==> src/rtl/order_statistic_set_defines.svh <==
// Assertion macros shared by the order statistic set RTL.
// Used by ost_cell.sv and order_statistic_set.sv; expects clk and rst_n in scope.
`ifndef ORDER_STATISTIC_SET_DEFINES_SVH
`define ORDER_STATISTIC_SET_DEFINES_SVH

// Check a full property on every clock edge outside reset.
`define OST_ASSERT(lbl, prop) \
    lbl: assert property (@(posedge clk) disable iff (!rst_n) prop) \
        else $error("order statistic set check failed");

// Check that a condition implies another in the same cycle.
`define OST_ASSERT_IMP(lbl, ante, cons) \
    lbl: assert property (@(posedge clk) disable iff (!rst_n) (ante) |-> (cons)) \
        else $error("order statistic set check failed");

`endif

==> src/rtl/ost_pkg.sv <==
// Shared types and constants for the order statistic set.
// No dependencies; imported by every other file of the block but the defines header.
package ost_pkg;

    localparam int unsigned KEY_W       = 32;
    localparam int unsigned CMD_W       = 2;
    localparam int unsigned ST_W        = 2;
    localparam int unsigned CAP_DEFAULT = 1024;
    localparam int unsigned GROUP       = 32;

    typedef enum logic [CMD_W-1:0] {
        CMD_INSERT = 2'd0,
        CMD_DELETE = 2'd1,
        CMD_COUNT  = 2'd2,
        CMD_SELECT = 2'd3
    } ost_cmd_t;

    typedef enum logic [ST_W-1:0] {
        ST_OK     = 2'd0,
        ST_BADPOS = 2'd1,
        ST_FULL   = 2'd2
    } ost_status_t;

    // Per-cell contribution, combined by OR across the chain.
    typedef struct packed {
        logic             present;
        logic             sel_ok;
        logic [KEY_W-1:0] ans;
    } ost_red_t;

    // Update strobes broadcast to every cell.
    typedef struct packed {
        logic ins;
        logic del;
    } ost_ctrl_t;

endpackage

==> src/rtl/ost_group.sv <==
// Registered OR reduction over a group of contributions: cells, or the group sums.
// Depends on ost_pkg.
module ost_group import ost_pkg::*; #(
    parameter int unsigned NUM = GROUP
) (
    input  logic                 clk,
    input  ost_red_t [NUM-1:0]   parts,
    output ost_red_t             sum_reg
);

    ost_red_t sum_next;

    always_comb
    begin
        sum_next = '0;
        for (int unsigned i = 0; i < NUM; i++)
        begin
            sum_next = sum_next | parts[i];
        end
    end

    always_ff @(posedge clk)
    begin
        sum_reg <= sum_next;
    end

endmodule

==> config.mk <==
export PLATFORM = sky130hd
export DESIGN_NAME = ost_group
export DESIGN_NICKNAME = d
export VERILOG_FILES = /design/src/rtl/order_statistic_set_defines.svh /design/src/rtl/ost_pkg.sv /design/src/rtl/ost_group.sv
export SDC_FILE = /design/constraint.sdc
export NUM_CORES = 1
export LEC_CHECK = 0
export ABC_AREA = 0
export BUFFER_PORTS_ARGS = -buffer_cell sky130_fd_sc_hd__buf_4
export CAP_MARGIN = 20
export CORE_AREA = 8 8 434 436
export DETAILED_ROUTE_END_ITERATION = 10
export DIE_AREA = 0 0 442 444
export SLEW_MARGIN = 0
export SYNTH_ARGS = -nofsm -noshare
export SYNTH_HDL_FRONTEND = slang
export SYNTH_SLANG_ARGS = --single-unit
==> constraint.sdc <==
create_clock -name clk -period 1.2 [get_ports clk]
set_input_delay 0.24 -clock clk [delete_from_list [all_inputs] [get_ports clk]]
set_output_delay 0.24 -clock clk [all_outputs]
set_load 0.02 [all_outputs]
; Word-level counts from Yosys, hierarchy flattened
; Index checks and enable logic that the tools add are counted.
[totals]
register_bits = 34
out_inout_bits = 34
elab_cells = 34
[op_classes]
bitwise_logic = 31
[op_table]
columns = op, count
row1 = 34-bit OR, 31

; Depth between registers and ports, before layout
; Gate-level depths: netlist of run 1.
[logic_depth]
ltp_word = 31
ltp_mapped = 3
mapped_depth_nobuf = 3

; Worst setup path after synthesis of run 1
; OpenSTA, ideal clock, no wires.
[synth_timing]
path_type = in2reg
start = input parts[850] in the netlist's numbering
end = register sum_reg[0] in the netlist's numbering
arrival_time_ns = 0.801
setup_slack_ns = 0.279
path_stages = 3
path_cell_list = nor4_1 nand4_1 or2_1
[synth_lines]
columns = item, line
row1 = "start, declared", ost_group.sv:7  ; input ost_red_t [NUM-1:0] parts,
row2 = "end signal, assigned", ost_group.sv:24  ; sum_reg <= sum_next;
row3 = "end, declared", ost_group.sv:8  ; output ost_red_t sum_reg

==> results.py, run 1 <==
metrics = {
    "clocking": {
        "cts_buffers": 5,
        "clkSinkCount": 34,
        "path_clk_slew_ps": 110,
        "cts_tree": "done",
        "cts-root-buf": "clkbuf_16",
        "cts_max_path_buffers": 2,
        "htreeDepth": 2,
    },
    "synthesis": {
        "syn_inst": 408,
        "syn-cell-area_um2": 3233,
        "synth_commonest_cells": "nor4_1, nand4_1, dfxtp_1, nor4_2, or2_1",
        "yosysUniqueCellTypes": 5,
        "synth.most_common_cell": "nor4_1",
        "async_flop_share_pct": 0,
        "synth_top_area_share_pct": 46.05,
        "synth_edf_count": 0,
        "synth_top_area_cell": "nor4_1",
        "syn_nets": 1497,
        "ys_ff_latch": 34,
        "yosysWarnings": 0,
        "synthTopCellsByArea": "nor4_1, dfxtp_1, nand4_1",
        "yosysSeqAreaShare_pct": 21.05,
        "avgSynthCellArea_um2": 7.924,
        "ys.flop_type": "dfxtp_1",
    },
    "run": {
        "maxCapViolCount": 0,
    },
    "worst_setup_path": {
        "crit_required_ps": 1460,
        "worstPathCellList": "buf_6 > nor4_4 > buf_6 > nand4_1 > or2_1",
        "cp-end-kind": "flip-flop",
        "crit_type": "in -> reg",
        "path_delay_family": "simple AND/OR/NAND/NOR gates",
        "path_max_fanout": 1,
        "crit_buf_inv": 2,
        "critPathMaxStageDelay_ps": 560,
        "critical_path.endpoint": "sum_reg[22]",
        "slowest_stage": "nand4_1",
        "worstSetupPathDepth": 5,
        "startpoint": "parts[1076]",
        "crit_top_cell": "buf_6",
        "cp-start-kind": "input port",
        "cp.arrival_ps": 1840,
    },
    "grt": {
        "grt_pass1_wl_um": 172300,
        "gr-usage-all-layers_pct": 14.44,
        "grt_max_degree": 11,
        "grt-ovfl-total": 0,
        "grt_pass1_vias": 11280,
        "antenna_found_initial": 217,
    },
    "timing": {
        "setup_violations": 8,
        "maxSlewViolCount": 0,
        "post-route-period-util_pct": 132.4,
        "tightest_slew_ps": 700.8,
        "hold_violations": 0,
        "maxSlewHeadroom_pct": 52.93,
        "whs_ps": 141.9,
        "fmax_mhz": 629.4,
        "layout_setup_ws_ps": -388.8,
        "layout_min_cycle_time_ps": 1589,
        "tns_ps": -1069,
        "rsz0062_at_grt": "true",
    },
    "power": {
        "internal-power_mw": 4.503,
        "power_switching_share_pct": 33.74,
        "ir_worst_vdd_v": 0.0005974,
        "powerDensity_nw_per_um2": 406.1,
        "power_frac_seq_pct": 16.4,
        "p_comb_share_pct": 55.1,
        "netSwitchingPower_mw": 2.293,
        "p_leak_nw": 6.806,
        "clkPwrFrac_pct": 28.4,
    },
    "die": {
        "dieArea_um2": 196200,
        "rows": 157,
        "io_pins": 1123,
        "die_y_um": 444,
        "core_area_um2": 181700,
        "initial_core_util_pct": 1.779,
        "die_x_um": 442,
    },
    "placement": {
        "pre_cts_slack_ps": -1342,
        "gp_congestion": 1.042,
        "portBuffers": 1122,
        "place_area_um2": 15930,
        "dp_hpwl_um": 145200,
    },
    "route": {
        "wirelength_um": 150400,
        "vias_per_cell": 2.733,
        "first_pass_iters": 5,
        "drt_iter0_drc": 1170,
        "route.detailed.drc": 0,
        "via_count": 11250,
        "wl_per_cell_um": 36.55,
        "ant_nets": 0,
    },
    "min_path": {
        "min_path_cells": 4,
        "hold_class": "in -> reg",
    },
    "final_layout": {
        "nNetsFinal": 2773,
        "postLayoutCellArea_um2": 16740,
        "fin_util_pct": 9.211,
        "largest_reg_flops": 34,
        "drive_gt1_share_pct": 81.48,
        "syn2layout_area_growth_pct": 417.7,
    },
    "outcome": {
        "failed_checks": "setup timing",
        "status": "finished, violations left",
    },
}
==> final cells by class <==
cell class	count	area, um2
Antenna cell	44	110.1
Tap cell	2385	2984
Multi-Input combinational cell	374	3048
Clock buffer	7	142.6
Fill cell	21140	165000
Timing Repair Buffer	1269	9743
Sequential cell	34	704.4
Clock inverter	1	5.005
==> worst min-delay path by stage <==
| stage | end | from | slack (ps) |
|---|---|---|---|
| finish | sum_reg[7] | parts[211] | 140 |
| global route | sum_reg[7] | parts[211] | 130 |
| CTS | sum_reg[7] | parts[211] | 90 |
| detailed placement | sum_reg[7] | parts[143] | 520 |
| global placement | sum_reg[7] | parts[211] | 520 |
| floorplan | sum_reg[0] | parts[782] | 410 |
==> per-stage QoR <==
| step | total power, mW | instances |
|---|---|---|
| CTS | 7.067 | 4070 |
| global placement | 4.716 | 4053 |
| global route | 7.159 | 4091 |
| finish | 6.797 | 4114 |
| floorplan | 1.334 | 408 |
| detailed placement | 4.802 | 4062 |
==> power by group through the flow <==
stage | logic [mW] | registers [mW] | clock network, mW
final | 3.75 | 1.12 | 1.93
after global routing | 3.94 | 1.12 | 2.10
after floorplan | 0.181 | 1.15 | 0
after CTS | 3.76 | 1.12 | 2.19
after global placement | 3.56 | 1.15 | 0
after detailed placement | 3.65 | 1.15 | 0
==> placed cells by master (no fill, tap or decap) <==
master and count:
dfxtp_4 5, nand4_1 68, dfxtp_2 4, buf_4 1225, or2_1 34, clkinv_2 1, nor4_4 18, clkbuf_8 1
nor4_2 70, diode_2 44, buf_2 2, nor4_1 184, buf_8 3, clkbuf_1 1, buf_6 33, clkbuf_16 5
buf_12 6, dfxtp_1 25
==> metal layers <==
layer | up-vias | wire length, um | GRT usage, %
li1 | 4514 | - | -
met4 | 126 | 5689 | 3.947
met5 | - | 815 | 0
met1 | 5083 | 45050 | 13.16
met3 | 425 | 18530 | 7.542
met2 | 1097 | 80290 | 27.83
==> logic make-up after synthesis <==
logic type	synth area share, %
AND/OR/NAND/NOR	78.95
flip-flops	21.05
==> what timing repair did <==
| item | in CTS | in global routing |
|---|---|---|
| hold buffers | 0 | 0 |
| resized for setup | 93 | 19 |
| endpoints found under the setup margin | 37 | 16 |
| pin swaps | 19 | 7 |
| gates cloned | 0 | 0 |
| setup buffers | 0 | 0 |
No activity file was read; power rests on OpenSTA's default activity.
==> inputs of run 2 (changes only) <==
--- a/config.mk
+++ b/config.mk
@@ -15,3 +15,4 @@
 export SYNTH_ARGS = -nofsm -noshare
 export SYNTH_HDL_FRONTEND = slang
 export SYNTH_SLANG_ARGS = --single-unit
+export TNS_END_PERCENT = 50
==> run 2 against run 1 <==
Non-clock buffer count stayed put. The run still ends with setup timing left. Total power is 0.19% lower. Core utilization hardly changed. Sequential power hardly changed. Global-route usage hardly changed. Die area stayed put. Wire length hardly changed. Combinational power hardly changed. Critical path depth stayed put. Highest routed layer unchanged. Clock-buffer cell count stayed put. Setup slack worse by 12 ps. Critical endpoint unchanged. Sequential share of layout area hardly changed.
==> results.py, run 2 (same netlist as run 1, synthesis figures left out) <==
metrics = {
    "placement": {
        "gp_congestion": 1.042,
        "place_area_um2": 15930,
        "dp_hpwl_um": 145200,
        "pre_cts_slack_ps": -1342,
        "numPlacedInstances": 4062,
        "portBuffers": 1122,
    },
    "outcome": {
        "status": "finished, violations left",
        "failed_checks": "setup timing",
    },
    "route": {
        "wirelength_um": 150300,
        "ant_nets": 0,
        "wl_per_cell_um": 36.52,
        "first_pass_iters": 6,
        "route.detailed.drc": 0,
        "vias_per_cell": 2.711,
        "drt_iter0_drc": 1127,
        "via_count": 11150,
    },
    "worst_setup_path": {
        "crit_type": "in -> reg",
        "critical_path.endpoint": "sum_reg[22]",
        "startpoint": "parts[1076]",
        "crit_required_ps": 1460,
        "worstPathCellList": "buf_6 > nor4_4 > buf_6 > nand4_1 > or2_1",
        "cp.arrival_ps": 1860,
        "slowest_stage": "nand4_1",
        "crit_top_cell": "buf_6",
        "cp-start-kind": "input port",
        "cp-end-kind": "flip-flop",
        "critPathMaxStageDelay_ps": 570,
        "path_max_fanout": 1,
    },
    "die": {
        "dieArea_um2": 196200,
        "die_x_um": 442,
        "initial_core_util_pct": 1.779,
        "core_area_um2": 181700,
        "io_pins": 1123,
        "die_y_um": 444,
        "rows": 157,
    },
    "final_layout": {
        "postLayoutCellArea_um2": 16730,
        "layout_commonest_cell": "buf_4",
        "instances_no_fill": 4114,
        "drive_gt1_share_pct": 81.42,
        "layout_common_cells": "buf_4, nor4_1, nor4_2",
        "fin_util_pct": 9.206,
        "fillers": 21140,
        "syn2layout_area_growth_pct": 417.4,
        "nNetsFinal": 2773,
        "largest_reg_flops": 34,
    },
    "power": {
        "ir_worst_vdd_v": 0.0005917,
        "power.total_mw": 6.784,
        "p_leak_nw": 6.805,
        "powerDensity_nw_per_um2": 405.5,
    },
    "grt": {
        "grt_pass1_vias": 11280,
        "grt-ovfl-total": 0,
        "antenna_found_initial": 217,
        "grt_max_degree": 11,
        "gr-usage-all-layers_pct": 14.43,
        "grt_pass1_wl_um": 172300,
    },
    "run": {
        "maxCapViolCount": 0,
    },
    "timing": {
        "layout_setup_ws_ps": -400.4,
        "post-route-period-util_pct": 133.4,
        "rsz0062_at_grt": "true",
        "tightest_slew_ps": 702.4,
        "fmax_mhz": 624.8,
        "hold_violations": 0,
        "layout_min_cycle_time_ps": 1600,
        "setup_violations": 8,
        "maxSlewHeadroom_pct": 53.03,
        "maxSlewViolCount": 0,
    },
    "min_path": {
        "hold_class": "in -> reg",
    },
    "clocking": {
        "cts_hold_buf": 0,
        "cts-root-buf": "clkbuf_16",
        "cts_buffers": 5,
        "clkSinkCount": 34,
        "cts_tree": "done",
        "htreeDepth": 2,
        "path_clk_slew_ps": 110,
        "cts_max_path_buffers": 2,
    },
}
==> run 2: worst max-delay path: cells and delay by family <==
kind                   cells  cell delay (ps)
buffers and inverters      2              290
and+or+nand+nor            3             1290
==> run 2: cell type report <==
type	instances	area [um2]	area share, %
diodes	44	110.1	0.6582
clock buffers	7	142.6	0.8527
clock inverters	1	5.005	0.02992
multi-input cells	374	3039	18.17
flip-flops and latches	34	703.2	4.204
well taps	2385	2984	17.84
repair buffers	1269	9743	58.25
==> run 2: power by group <==
| part | internal, mW | leakage (nW) | total [mW] | switching [mW] |
|---|---|---|---|---|
| Combinational | 2.54 | 6.46 | 3.74 | 1.20 |
| Clock | 0.845 | 0.0742 | 1.93 | 1.08 |
| Sequential | 1.12 | 0.273 | 1.12 | 0.000000000757 |
==> run 2: stage by stage <==
stage | setup TNS (ps) | hold WS, ps
floorplan | 0 | 413.2
global placement | -22730 | 516.1
detailed placement | -17170 | 521.3
CTS | -2252 | 86.78
global route | -1469 | 125.2
finish | -1086 | 141.2
==> run 2: worst min-delay path by stage <==
stage / start / to / slack [ps] / depth (start not counted)
3_3_place_gp: parts[211] / sum_reg[7] / 520 / 4
5_1_grt: parts[211] / sum_reg[7] / 130 / 4
3_5_place_dp: parts[143] / sum_reg[7] / 520 / 4
2_1_floorplan: parts[782] / sum_reg[0] / 410 / 3
6_report: parts[211] / sum_reg[7] / 140 / 4
4_1_cts: parts[211] / sum_reg[7] / 90 / 4
==> run 2: timing repair <==
| action | in CTS | in global routing |
|---|---|---|
| pin swaps | 19 | 7 |
| gates cloned | 0 | 0 |
| gates resized for setup | 92 | 18 |
| setup endpoints to repair | 37 | 16 |
| setup buffers | 0 | 0 |
| endpoints found under the hold margin | 0 | 0 |
==> run 2: layer usage <==
metal  GRT usage, %  part of all wire [%]  vias up
met3          7.568                    12      421
met4          3.808                   3.7      126
met1          13.14                    30     5020
li1               -                     -     4516
met2          27.89                    53     1071
met5              0                  0.55        -
