<file path="src/rtl/order_statistic_set_defines.svh">
// Assertion macros shared by the order statistic set RTL.
// Used by ost_cell.sv and order_statistic_set.sv; expects clk and rst_n in scope.
`ifndef ORDER_STATISTIC_SET_DEFINES_SVH
`define ORDER_STATISTIC_SET_DEFINES_SVH

// Check a full property on every clock edge outside reset.
`define OST_ASSERT(lbl, prop) \
    lbl: assert property (@(posedge clk) disable iff (!rst_n) prop) \
        else $error("order statistic set check failed");

// Check that a condition implies another in the same cycle.
`define OST_ASSERT_IMP(lbl, ante, cons) \
    lbl: assert property (@(posedge clk) disable iff (!rst_n) (ante) |-> (cons)) \
        else $error("order statistic set check failed");

`endif

</file>
<file path="src/rtl/ost_pkg.sv">
// Shared types and constants for the order statistic set.
// No dependencies; imported by every other file of the block but the defines header.
package ost_pkg;

    localparam int unsigned KEY_W       = 32;
    localparam int unsigned CMD_W       = 2;
    localparam int unsigned ST_W        = 2;
    localparam int unsigned CAP_DEFAULT = 1024;
    localparam int unsigned GROUP       = 32;

    typedef enum logic [CMD_W-1:0] {
        CMD_INSERT = 2'd0,
        CMD_DELETE = 2'd1,
        CMD_COUNT  = 2'd2,
        CMD_SELECT = 2'd3
    } ost_cmd_t;

    typedef enum logic [ST_W-1:0] {
        ST_OK     = 2'd0,
        ST_BADPOS = 2'd1,
        ST_FULL   = 2'd2
    } ost_status_t;

    // Per-cell contribution, combined by OR across the chain.
    typedef struct packed {
        logic             present;
        logic             sel_ok;
        logic [KEY_W-1:0] ans;
    } ost_red_t;

    // Update strobes broadcast to every cell.
    typedef struct packed {
        logic ins;
        logic del;
    } ost_ctrl_t;

endpackage

</file>
<file path="src/rtl/ost_cell.sv">
// One slot of the sorted key chain: holds a key, compares it with the probe,
// shifts toward a neighbor on insert or delete. Depends on ost_pkg.
`include "order_statistic_set_defines.svh"

module ost_cell import ost_pkg::*; #(
    parameter int unsigned INDEX = 0
) (
    input  logic                    clk,
    input  logic                    rst_n,
    input  ost_ctrl_t               ctrl,
    input  ost_cmd_t                cmd,
    input  logic signed [KEY_W-1:0] probe,
    input  logic                    left_valid,
    input  logic signed [KEY_W-1:0] left_key,
    input  logic                    left_lt,
    input  logic                    right_valid,
    input  logic signed [KEY_W-1:0] right_key,
    output logic                    valid_reg,
    output logic signed [KEY_W-1:0] key_reg,
    output logic                    lt,
    output ost_red_t                red
);

    logic                    valid_next;
    logic signed [KEY_W-1:0] key_next;
    logic                    eq;
    logic                    boundary;
    logic                    hit;

    assign lt       = valid_reg && (key_reg < probe);
    assign eq       = valid_reg && (key_reg == probe);
    assign boundary = left_lt && !lt;
    assign hit      = (cmd == CMD_SELECT) && valid_reg
                      && (probe == $signed(KEY_W'(INDEX + 1)));

    always_comb
    begin
        red.present = eq;
        red.sel_ok  = hit;
        if ((cmd == CMD_COUNT) && boundary)
        begin
            red.ans = KEY_W'(INDEX);
        end
        else if (hit)
        begin
            red.ans = key_reg;
        end
        else
        begin
            red.ans = '0;
        end
    end

    // Insert: hold below the slot, take the probe at it, take left above it.
    // Delete: hold below the slot, take right from it upward.
    always_comb
    begin
        valid_next = valid_reg;
        key_next   = key_reg;
        if (ctrl.ins && !lt)
        begin
            if (left_lt)
            begin
                valid_next = 1'b1;
                key_next   = probe;
            end
            else
            begin
                valid_next = left_valid;
                key_next   = left_key;
            end
        end
        else if (ctrl.del && !lt)
        begin
            valid_next = right_valid;
            key_next   = right_key;
        end
    end

    always_ff @(posedge clk or negedge rst_n)
    begin
        if (!rst_n)
        begin
            valid_reg <= 1'b0;
        end
        else
        begin
            valid_reg <= valid_next;
        end
    end

    always_ff @(posedge clk)
    begin
        key_reg <= key_next;
    end

    `OST_ASSERT_IMP(a_prefix, valid_reg, left_valid)
    `OST_ASSERT_IMP(a_sorted, (INDEX != 0) && valid_reg, left_key < key_reg)
    `OST_ASSERT(a_hold, !(ctrl.ins || ctrl.del) |=> $stable(valid_reg))

endmodule

</file>
<file path="config.mk">
export PLATFORM = sky130hd
export DESIGN_NAME = ost_cell
export DESIGN_NICKNAME = d
export VERILOG_FILES = /design/src/rtl/ost_pkg.sv /design/src/rtl/ost_cell.sv
export VERILOG_INCLUDE_DIRS = /design/src /design/src/rtl
export SDC_FILE = /design/constraint.sdc
export NUM_CORES = 1
export LEC_CHECK = 0
export ABC_AREA = 1
export BUFFER_PORTS_ARGS = -buffer_cell sky130_fd_sc_hd__buf_2
export CORE_MARGIN = 2
export CORE_UTILIZATION = 50
export CTS_BUF_LIST = sky130_fd_sc_hd__clkbuf_4 sky130_fd_sc_hd__clkbuf_8
export DETAILED_ROUTE_END_ITERATION = 6
export GPL_ROUTABILITY_DRIVEN = 0
export GPL_TIMING_DRIVEN = 0
export PLACE_DENSITY = 0.95
export SYNTH_ARGS = -nofsm -noshare
export SYNTH_HDL_FRONTEND = slang
export SYNTH_SLANG_ARGS = --single-unit
</file>
<file path="constraint.sdc">
create_clock -name clk -period 5.7 [get_ports clk]
set_input_delay 0.57 -clock clk [delete_from_list [all_inputs] [get_ports clk]]
set_output_delay 0.57 -clock clk [all_outputs]
set_load 0.01 [all_outputs]
</file>
Word-level counts from Yosys, hierarchy flattened
Cells that the tools add are included.
{"block": "op_classes", "magnitude_cmp": 1, "eq_ne": 4, "mux": 8, "reduce_logical": 10}
{"op": "two-way mux 32 bit", "n": 5}
{"op": "equality test 32 x 2 -> 1 bit (second input constant)", "n": 1}
{"op": "equality test 32 bit", "n": 1}
{"op": "< comparator 32 bit", "n": 1}
{"op": "logical AND 1 bit", "n": 8}
{"op": "equality test 2 bit (second input constant)", "n": 2}
{"op": "two-way mux 1 bit", "n": 3}
{"op": "nonzero test 2 bit", "n": 1}
{"op": "zero test 1 bit", "n": 1}
{"block": "word_totals", "regBits": 33, "inputBits": 105, "output_inout_bits": 68, "word_cells": 25}

Depth between registers and ports, before layout
Gate-level depths: netlist of run 1.
{"block": "logic_depth", "depth_word": 6, "mapped_depth": 20, "depth_no_buf": 19}

Worst setup path before layout of run 1
Ideal clock, no wire load.
{"block": "synth_timing", "path_kind": "in2reg", "start": "in probe[31]", "end": "reg key_reg[0], enable pin", "setup_time_ps": 387, "t_arrival_ps": 2344, "t_required_ps": 5313, "slack_ps": 2969, "stages": 12, "n_path_buf": 0, "cell_sequence": "inv_1 -> ha_1 -> nand2_1 -> nor2_2 -> nand2_1 -> nor4_2 -> nand2_1 -> nand2_1 -> nand2_1 -> nand3_2 -> nand2_1 -> inv_1"}
{"block": "synth_between", "elab_chain_cells": 5, "word_cells_on_any_way": 6, "cone_classes": "order compare (1); reduce/logical (5)"}
{"element": "start, declared", "line": "ost_cell.sv:12", "rtl": "input logic signed [KEY_W-1:0] probe,"}
{"element": "< comparator 32 bit *", "line": "ost_cell.sv:30", "rtl": "assign lt = valid_reg && (key_reg < probe);"}
{"element": "logical AND 1 bit *", "line": "ost_cell.sv:30"}
{"element": "zero test 1 bit *", "line": "ost_cell.sv:60, ost_cell.sv:73"}
{"element": "logical AND 1 bit (on tied branches)", "line": "ost_cell.sv:60, ost_cell.sv:73"}
{"element": "nonzero test 2 bit (no line) *"}
{"element": "end signal, assigned", "line": "ost_cell.sv:94", "rtl": "key_reg <= key_next;"}
{"element": "end, declared", "line": "ost_cell.sv:19", "rtl": "output logic signed [KEY_W-1:0] key_reg,"}
Mark *: on every way between the ends. The rest lies on a longest branch, timed or not.
A chain may end at the register's enable or synchronous reset.

Worst setup path in the final report of run 1
{"block": "layout_timing", "start": "reg key_reg[31]", "end": "reg key_reg[21], enable pin"}
{"block": "layout_between", "elab_chain_cells": 5, "word_cells_on_any_way": 6, "cone_classes": "order compare (1); reduce/logical (5)"}
{"element": "< comparator 32 bit *", "line": "ost_cell.sv:30"}
{"element": "logical AND 1 bit *", "line": "ost_cell.sv:30"}
{"element": "zero test 1 bit *", "line": "ost_cell.sv:60, ost_cell.sv:73"}
{"element": "logical AND 1 bit (on tied branches)", "line": "ost_cell.sv:60, ost_cell.sv:73"}
{"element": "nonzero test 2 bit (no line) *"}
Marked as above.

==> run summary, run 1 <==
================================================================================
Worst-skew pair later-pin latency                                        0.28 ns
Maximum achievable frequency                                             319 MHz
Routed wire length                                                       9510 um
Number of antenna violations at the first check in global routing              0
Std-Cell Rows                                                                 28
Number of synthesis warnings                                                   0
Met3 Track Usage GR                                                       0.0429
Worst supply voltage drop on vdd                                        0.248 mV
Arrival @ worst endpoint                                                 3.02 ns
Global-route wire length before repair                                  14600 um
Post-synthesis net count                                                     550
Worst Setup Slack, final                                                 2.56 ns
Max reg flops                                                                 32
Initial DRT Pass Iterations                                                    5
Area delta synth->final                                                    34.5%
Endpoint type of the worst setup path                                       flop
Clk sinks                                                                     33
GRT met1 Usage                                                             0.311
Placeable core region                                               0.00589 mm^2
Antenna diode instance count                                                   0
Number of buffers created by CTS                                               5
Vertical die dimension                                                   81.7 um
Critical path startpoint category                                           flop
Post-cts hold buffer count                                                     0
Met2 capacity usage during global routing                                  0.546
Share of synthesized area occupied by flip-flops and latches               0.327
Antenna Nets Post-Route                                                        0
Top-Level Pins                                                               173
Effective utilization at floorplan                                         0.513
Mean post-synth cell area                                              7.31 um^2
Clock tree root driver cell                                         sky130_fd_sc_hd__clkbuf_8
Routed wirelength normalized by instance count                           14.3 um
RSZ-0062 raised after global routing                                          no
Synth Instances                                                              413
Relative slew slack                                                        0.106
Worst min-delay path class                                              in2async
Port-buffer cells                                                            171
Max-cap violations                                                             0
Clock tree from TritonCTS                                                   done
Setup TNS                                                                   0 ns
Most utilized layer in the global route result                              met2
Worst R2R Path Depth                                                          11
Top fanout value on the critical path                                         33
# H-tree levels                                                                2
Clk pin slew, worst setup/hold paths                                     0.07 ns
Pwr/cell area                                                        403 mW/mm^2
Total setup violations reported at the end of the flow                         0
Synthesized area                                                    0.00302 mm^2
Final worst-path cycle share                                               0.550
Count of different cell masters after synthesis                               29
Final Hold Vio Count                                                           0
Die outline area                                                    0.00667 mm^2
Detailed placement HPWL                                                  7650 um
Leakage                                                                  2.35 nW
Min Clock Period, post-route                                             3.14 ns
Reg2reg end                                                          key_reg[21]
Count of final max-slew check failures                                         0
CP Class                                                                 reg2reg
Post-DR vias/cell                                                           5.14
Postcts setup bufs                                                             0
Worst Clk Skew                                                        0.00551 ns
CP required                                                              5.59 ns
Number of global-route vias before repair                                   3337
Post-layout instance area                                           0.00406 mm^2
CTS-repair resized insts                                                       0
Die W                                                                    81.7 um
NumNets Final                                                                728
Routed via count                                                            3428
Result of the run                                                   finished, final reports clean
Total global routing track utilization                                     0.288
Fraction of layout instances using a drive strength above 1                0.367
Post-detailed-placement cell area                                   0.00397 mm^2
Clock Path Buffers                                                             2
Post-Place Setup Slack                                                   2.24 ns
Remaining global-route overflow                                                0
Seq cells post-synth                                                          33
Number of remaining DRC errors                                                 0
Transition time at the pin with the least slew margin                    1.34 ns
Maximum number of pins on one net before global-route repair                  34
Reg2reg setup slack                                                      2.56 ns
Number of DRC markers in iteration 0                                         156
Reg2Reg Launch Point                                                 key_reg[31]
================================================================================
[layer usage]
layer	wire length, um	share of wire
met3	579	0.061
met4	316	0.033
met5	0	0
met1	3690	0.39
met2	4920	0.52
[per-stage QoR]
stage          hold slack (ns)  power (mW)  utilization  instances
2_1_floorplan            0.274        1.12            -        413
3_3_place_gp             0.346        1.39        0.674        659
3_5_place_dp             0.347        1.45        0.674        659
4_1_cts                 0.0433        1.64        0.690        667
5_1_grt                 0.0351        1.79        0.690        667
6_report                0.0504        1.64        0.690        667
[cell type report]
| class | instances | area (um^2) |
|---|---|---|
| sequential | 33 | 986 |
| tap | 75 | 93.8 |
| buffer | 19 | 129 |
| fill | 465 | 1830 |
| timing repair buffer | 171 | 856 |
| multi-input combinational | 285 | 1620 |
| inverter | 76 | 285 |
| clock buffer | 8 | 91.3 |
[layout by cell type, fill, tap and decap left out, types with 2 or more instances in the layout]
master,instances
sky130_fd_sc_hd__a21oi_1,14
sky130_fd_sc_hd__buf_1,3
sky130_fd_sc_hd__buf_2,171
sky130_fd_sc_hd__buf_4,2
sky130_fd_sc_hd__buf_6,5
sky130_fd_sc_hd__clkbuf_1,7
sky130_fd_sc_hd__clkbuf_4,3
sky130_fd_sc_hd__clkbuf_8,5
sky130_fd_sc_hd__edfxtp_1,32
sky130_fd_sc_hd__ha_1,32
sky130_fd_sc_hd__inv_1,76
sky130_fd_sc_hd__nand2_1,104
sky130_fd_sc_hd__nand3_1,6
sky130_fd_sc_hd__nand4_1,9
sky130_fd_sc_hd__nor2_1,41
sky130_fd_sc_hd__nor3_1,2
sky130_fd_sc_hd__nor4_1,3
sky130_fd_sc_hd__o21a_1,2
sky130_fd_sc_hd__o21ai_0,33
sky130_fd_sc_hd__o21ai_1,8
sky130_fd_sc_hd__o21ai_2,23
[worst max-delay path by stage]
| stage | slack [ns] | startpoint | end |
|---|---|---|---|
| final | 2.56 | key_reg[31] | key_reg[21] |
| after global routing | 2.17 | key_reg[31] | valid_reg |
| after CTS | 2.52 | key_reg[31] | key_reg[20] |
| after detailed placement | 2.24 | probe[31] | key_reg[24] |
| after global placement | 2.28 | probe[31] | key_reg[22] |
| after floorplan | 2.97 | probe[31] | key_reg[0] |
[cells by family after synthesis]
kind of cell,synth area share
buffers and inverters,0.137
muxes,0.00373
adders and majority gates,0.133
and+or+nand+nor,0.234
AOI/OAI and AO/OA,0.165
DFF,0.327
[worst max-delay path, cell delays in order (launching register included)]
cell and delay [ns]:
sky130_fd_sc_hd__edfxtp_1 0.43, sky130_fd_sc_hd__ha_1 0.36, sky130_fd_sc_hd__nand2_1 0.10, sky130_fd_sc_hd__nor2_2 0.13, sky130_fd_sc_hd__nand2_1 0.10, sky130_fd_sc_hd__nor4_2 0.23
sky130_fd_sc_hd__nand2_1 0.11, sky130_fd_sc_hd__nand2_1 0.07, sky130_fd_sc_hd__nand2_1 0.05, sky130_fd_sc_hd__nand3_2 0.11, sky130_fd_sc_hd__nand2_1 0.08, sky130_fd_sc_hd__inv_1 0.96
[synth_stat cells (all sizes together)]
master / n / area (um^2)
nand2: 105 / 397
inv: 76 / 285
o21ai: 64 / 407
nor2: 42 / 160
edfxtp: 32 / 961
ha: 32 / 400
a21oi: 14 / 70.1
buf: 11 / 97.6
nand4: 9 / 56.3
clkbuf: 8 / 31.3
nand3: 7 / 40.0
nor4: 4 / 31.3
nor3: 2 / 10.0
o21a: 2 / 15.0
a21o: 1 / 7.51
and3: 1 / 6.26
dfrtp: 1 / 25.0
mux2: 1 / 11.3
or2: 1 / 6.26
[power breakdown]
group	internal, mW	switching (mW)
logic	0.343	0.535
registers	0.460	0.113
clock network	0.101	0.0860
total	0.904	0.733
Power figures use the tool's default switching activity.
==> run 2, diff against run 1 <==
- ABC_AREA: 1 -> 0
- CORE_UTILIZATION: 50 -> 48
- PLACE_DENSITY: 0.95 -> 0.89
- clock period: 5.7 -> 3.25 ns (I/O delays scaled with it)
==> run 2 against run 1 <==
- design area grew 14%
- non-clock buffer count grew 12
- global-route usage shrank 0.53 points
- count of clock-buffer cells in the layout shrank 2
- largest cell class unchanged
- sequential power grew 80%
- sequential share of layout area shrank 3.0 points
- clock power grew 65%
- first-iteration DRC count grew 83%
- hold slack gained 0.31 ns
- synthesized area grew 16%
==> run summary, run 2 <==
=====================================================================================
Worst Clk Skew                                                             0.00505 ns   was 0.00551 ns
Most frequent standard cell in the layout excluding fill and tap cells   sky130_fd_sc_hd__buf_2   unchanged
Async set-reset flop share out of synthesis                                    0.0303   unchanged
Initial DRT Pass Iterations                                                         4   was 5
Post-layout instance area                                                0.00463 mm^2   was 0.00406 mm^2
Number of DRC markers in iteration 0                                              286   was 156
Number of buffers and inverters on the critical path                                3   was 1
NumNets Final                                                                     739   was 728
Number of synthesis warnings                                                        0   unchanged
Port-buffer cells                                                                 171   unchanged
Cell Chain, Critical Path                                                ha_1 > a21o_1 > a221o_1 > a22o_1 > o41a_1 > nor3_1 > buf_4 > buf_12 > and2_1 > buf_2   was ha_1 > nand2_1 > nor2_2 > nand2_1 > nor4_2 > nand2_1 > nand2_1 > nand2_1 > nand3_2 > nand2_1 > inv_1
Top fanout value on the critical path                                              11   was 33
Switching part of the total power                                               0.430   was 0.448
Placeable core region                                                    0.00714 mm^2   was 0.00589 mm^2
Clock tree from TritonCTS                                                        done   unchanged
Clk pin slew, worst setup/hold paths                                          0.07 ns   about the same
Arrival @ worst endpoint                                                      2.84 ns   was 3.02 ns
Worst-skew pair later-pin latency                                             0.28 ns   about the same
Critical path startpoint category                                                flop   unchanged
Effective utilization at floorplan                                              0.489   was 0.513
Commonest cells after routing, fill and taps aside                       171 x sky130_fd_sc_hd__buf_2, 69 x sky130_fd_sc_hd__nand2_1, 68 x sky130_fd_sc_hd__o21ai_0, 64 x sky130_fd_sc_hd__mux2i_1   was 171 x sky130_fd_sc_hd__buf_2, 104 x sky130_fd_sc_hd__nand2_1, 76 x sky130_fd_sc_hd__inv_1, 41 x sky130_fd_sc_hd__nor2_1, 33 x sky130_fd_sc_hd__o21ai_0
Min Clock Period, post-route                                                  3.17 ns
Fill cells                                                                        634   was 465
Endpoint type of the worst setup path                                      output pin   was flop
Total power                                                                   3.21 mW   was 1.64 mW
Synth Instances                                                                   419   was 413
Mean post-synth cell area                                                   8.33 um^2   was 7.31 um^2
Area delta synth->final                                                         32.8%   was 34.5%
Transition time at the pin with the least slew margin                        0.785 ns   was 1.34 ns
Seq cells post-synth                                                               33   unchanged
Sequential standard cell area                                                986 um^2   unchanged
Final Hold Vio Count                                                                0   unchanged
Relative contribution of sequential cells to total power                        0.320   was 0.350
Fraction of synthesized cell area taken by the top area cell type               0.275   was 0.318
Routed wire length                                                           11700 um   was 9510 um
CP Class                                                                      reg2out   was reg2reg
Relative slew slack                                                             0.476   was 0.106
Die W                                                                         89.3 um   was 81.7 um
Post-route insts no fill                                                          701   was 667
Clk sinks                                                                          33   unchanged
Logic pwr share                                                                 0.584   was 0.536
Clock Path Buffers                                                                  2   unchanged
Max-cap violations                                                                  0   unchanged
Number of remaining DRC errors                                                      0   unchanged
Pwr/cell area                                                             692 mW/mm^2   was 403 mW/mm^2
Total global routing track utilization                                          0.283   was 0.288
Worst Setup Slack, final                                                    0.0828 ns   was 2.56 ns
Global-route wire length before repair                                       17300 um   was 14600 um
RSZ-0062 raised after global routing                                              yes   was no
Synth top area cells                                                     sky130_fd_sc_hd__edfxtp_1 28%, sky130_fd_sc_hd__mux2i_1 18%, sky130_fd_sc_hd__ha_1 11%, sky130_fd_sc_hd__o21ai_0 9.8%, sky130_fd_sc_hd__nand2_1 7.4%   was sky130_fd_sc_hd__edfxtp_1 32%, sky130_fd_sc_hd__ha_1 13%, sky130_fd_sc_hd__nand2_1 13%, sky130_fd_sc_hd__inv_1 9.5%, sky130_fd_sc_hd__o21ai_2 6.7%
Post-DR vias/cell                                                                5.68   was 5.14
Area leader, netlist                                                     sky130_fd_sc_hd__edfxtp_1   unchanged
Leading cell types by count after synthesis                              69 x sky130_fd_sc_hd__nand2_1, 68 x sky130_fd_sc_hd__o21ai_0, 64 x sky130_fd_sc_hd__mux2i_1   was 104 x sky130_fd_sc_hd__nand2_1, 76 x sky130_fd_sc_hd__inv_1, 41 x sky130_fd_sc_hd__nor2_1
Area of combinational cells with multiple inputs                         0.00227 mm^2   was 0.00162 mm^2
Antenna Nets Post-Route                                                             0   unchanged
Worst supply voltage drop on vdd                                             0.313 mV   was 0.248 mV
Clock tree root driver cell                                              sky130_fd_sc_hd__clkbuf_8   unchanged
Routed via count                                                                 3981   was 3428
Post-synthesis net count                                                          556   was 550
# H-tree levels                                                                     2   unchanged
Net switching power of the design                                             1.38 mW   was 0.733 mW
Total setup violations reported at the end of the flow                              0   unchanged
Number of antenna violations at the first check in global routing                   0   unchanged
Total placed cells including tap cells                                            689   was 659
Vertical die dimension                                                        89.3 um   was 81.7 um
Result of the run                                                        finished, final reports clean   unchanged
Count of final max-slew check failures                                              0   unchanged
Cell with the most instances after synthesis                             sky130_fd_sc_hd__nand2_1   unchanged
Routed wirelength normalized by instance count                                16.8 um   was 14.3 um
Post-detailed-placement cell area                                        0.00448 mm^2   was 0.00397 mm^2
CP required                                                                   2.92 ns   was 5.59 ns
Count of different cell masters after synthesis                                    30   was 29
Die outline area                                                         0.00797 mm^2   was 0.00667 mm^2
Share of synthesized area occupied by flip-flops and latches                    0.283   was 0.327
Antenna diode instance count                                                        0   unchanged
Number of buffers created by CTS                                                    5   unchanged
Kind of cell adding the most delay to the critical path                  compound AO/OA/AOI/OAI gates   was simple AND/OR/NAND/NOR gates
Number of enable flip-flop cells after synthesis                                   32   unchanged
Largest incremental delay on the critical path                                0.39 ns   was 0.96 ns
Ys flop type                                                             sky130_fd_sc_hd__edfxtp_1   unchanged
Worst min-delay path class                                                   in2async   unchanged
Setup TNS                                                                        0 ns   unchanged
Internal power of the cells                                                   1.83 mW   was 0.904 mW
Maximum achievable frequency                                                  316 MHz
Synthesized area                                                         0.00349 mm^2   was 0.00302 mm^2
Fraction of layout instances using a drive strength above 1                     0.319   was 0.367
Cell at the slowest stage of the critical path                           sky130_fd_sc_hd__edfxtp_1   was sky130_fd_sc_hd__inv_1
Remaining global-route overflow                                                     0   unchanged
Post-Place Setup Slack                                                      -0.515 ns   was 2.24 ns
Final worst-path cycle share                                                    0.975
Maximum number of pins on one net before global-route repair                       17   was 34
Max reg flops                                                                      32   unchanged
Std-Cell Rows                                                                      31   was 28
Detailed placement HPWL                                                       9140 um   was 7650 um
Clock share of power                                                            0.096   was 0.114
Number of global-route vias before repair                                        3699   was 3337
Top-Level Pins                                                                    173   unchanged
Leakage                                                                       2.37 nW   was 2.35 nW
=====================================================================================
run 2: final cells by class:
cell class                      count  area share
Inverter                           32      0.0259
Multi-Input combinational cell    328       0.491
Tap cell                           99      0.0267
Sequential cell                    33       0.213
Buffer                             27      0.0348
Clock buffer                        6      0.0165
Timing Repair Buffer              175       0.192
Clock inverter                      1    0.000810
run 2: repair_timing:
action	in CTS	in global routing
buffers inserted	1	2
resized for setup	2	3
hold buffers	1	0
hold endpoints to repair	1	0
setup endpoints to repair	33	63
pin swaps	1	2
cloned	1	0
run 2: per-stage QoR:
stage                     utilization  hold WS [ns]
after floorplan                     -        0.0294
after global placement          0.628         0.109
after detailed placement        0.628         0.107
after CTS                       0.645         0.343
after global routing            0.649         0.352
final                           0.649         0.365
run 2: path summary, 6_finish.rpt:
path / start / to / slack [ns] / depth (start not counted)
max: key_reg[17] / lt / 0.08 / 10
min: rst_n / valid_reg / 0.36 / 2
max reg2reg: key_reg[27] / key_reg[26] / 0.23 / 9
min reg2reg: valid_reg / valid_reg / 0.84 / 1
max in group asynchronous: rst_n / valid_reg / 2.80 / 2
min in group clk: right_key[12] / key_reg[12] / 0.42 / 3
run 2: cell families (layout without fill, tap and decap cells):
logic type	after synthesis	in the layout	synth area share
flops	33	33	0.283
buf+inv	59	241	0.0807
fa+ha+maj	32	32	0.115
compound gates	92	93	0.145
simple gates	139	139	0.194
mux	64	64	0.184
run 2: worst reg2reg max path: stages (launching register included):
cell and delay [ns]:
sky130_fd_sc_hd__edfxtp_1 0.41, sky130_fd_sc_hd__ha_1 0.34, sky130_fd_sc_hd__nand4_1 0.18, sky130_fd_sc_hd__nor4_2 0.34, sky130_fd_sc_hd__nand4_1 0.22, sky130_fd_sc_hd__a41oi_2 0.26, sky130_fd_sc_hd__nor3_1 0.09, sky130_fd_sc_hd__buf_4 0.15
sky130_fd_sc_hd__buf_12 0.15, sky130_fd_sc_hd__a21oi_4 0.51
run 2: power groups by stage:
stage | clock network (mW) | logic (mW) | registers, mW
final | 0.309 | 1.87 | 1.03
after global routing | 0.327 | 2.04 | 1.05
after CTS | 0.313 | 1.83 | 1.03
after detailed placement | 0 | 1.78 | 1.04
after global placement | 0 | 1.71 | 1.02
after floorplan | 0 | 1.10 | 1.08
run 2: per-layer routing:
| layer | share of wire | global-route usage | up-vias | routed length [um] |
|---|---|---|---|---|
| li1 | - | - | 1854 | - |
| met1 | 0.39 | 0.337 | 1854 | 4580 |
| met2 | 0.51 | 0.517 | 238 | 5950 |
| met3 | 0.075 | 0.0305 | 35 | 880 |
| met4 | 0.028 | 0.111 | 0 | 333 |
| met5 | 0 | 0 | - | 0 |
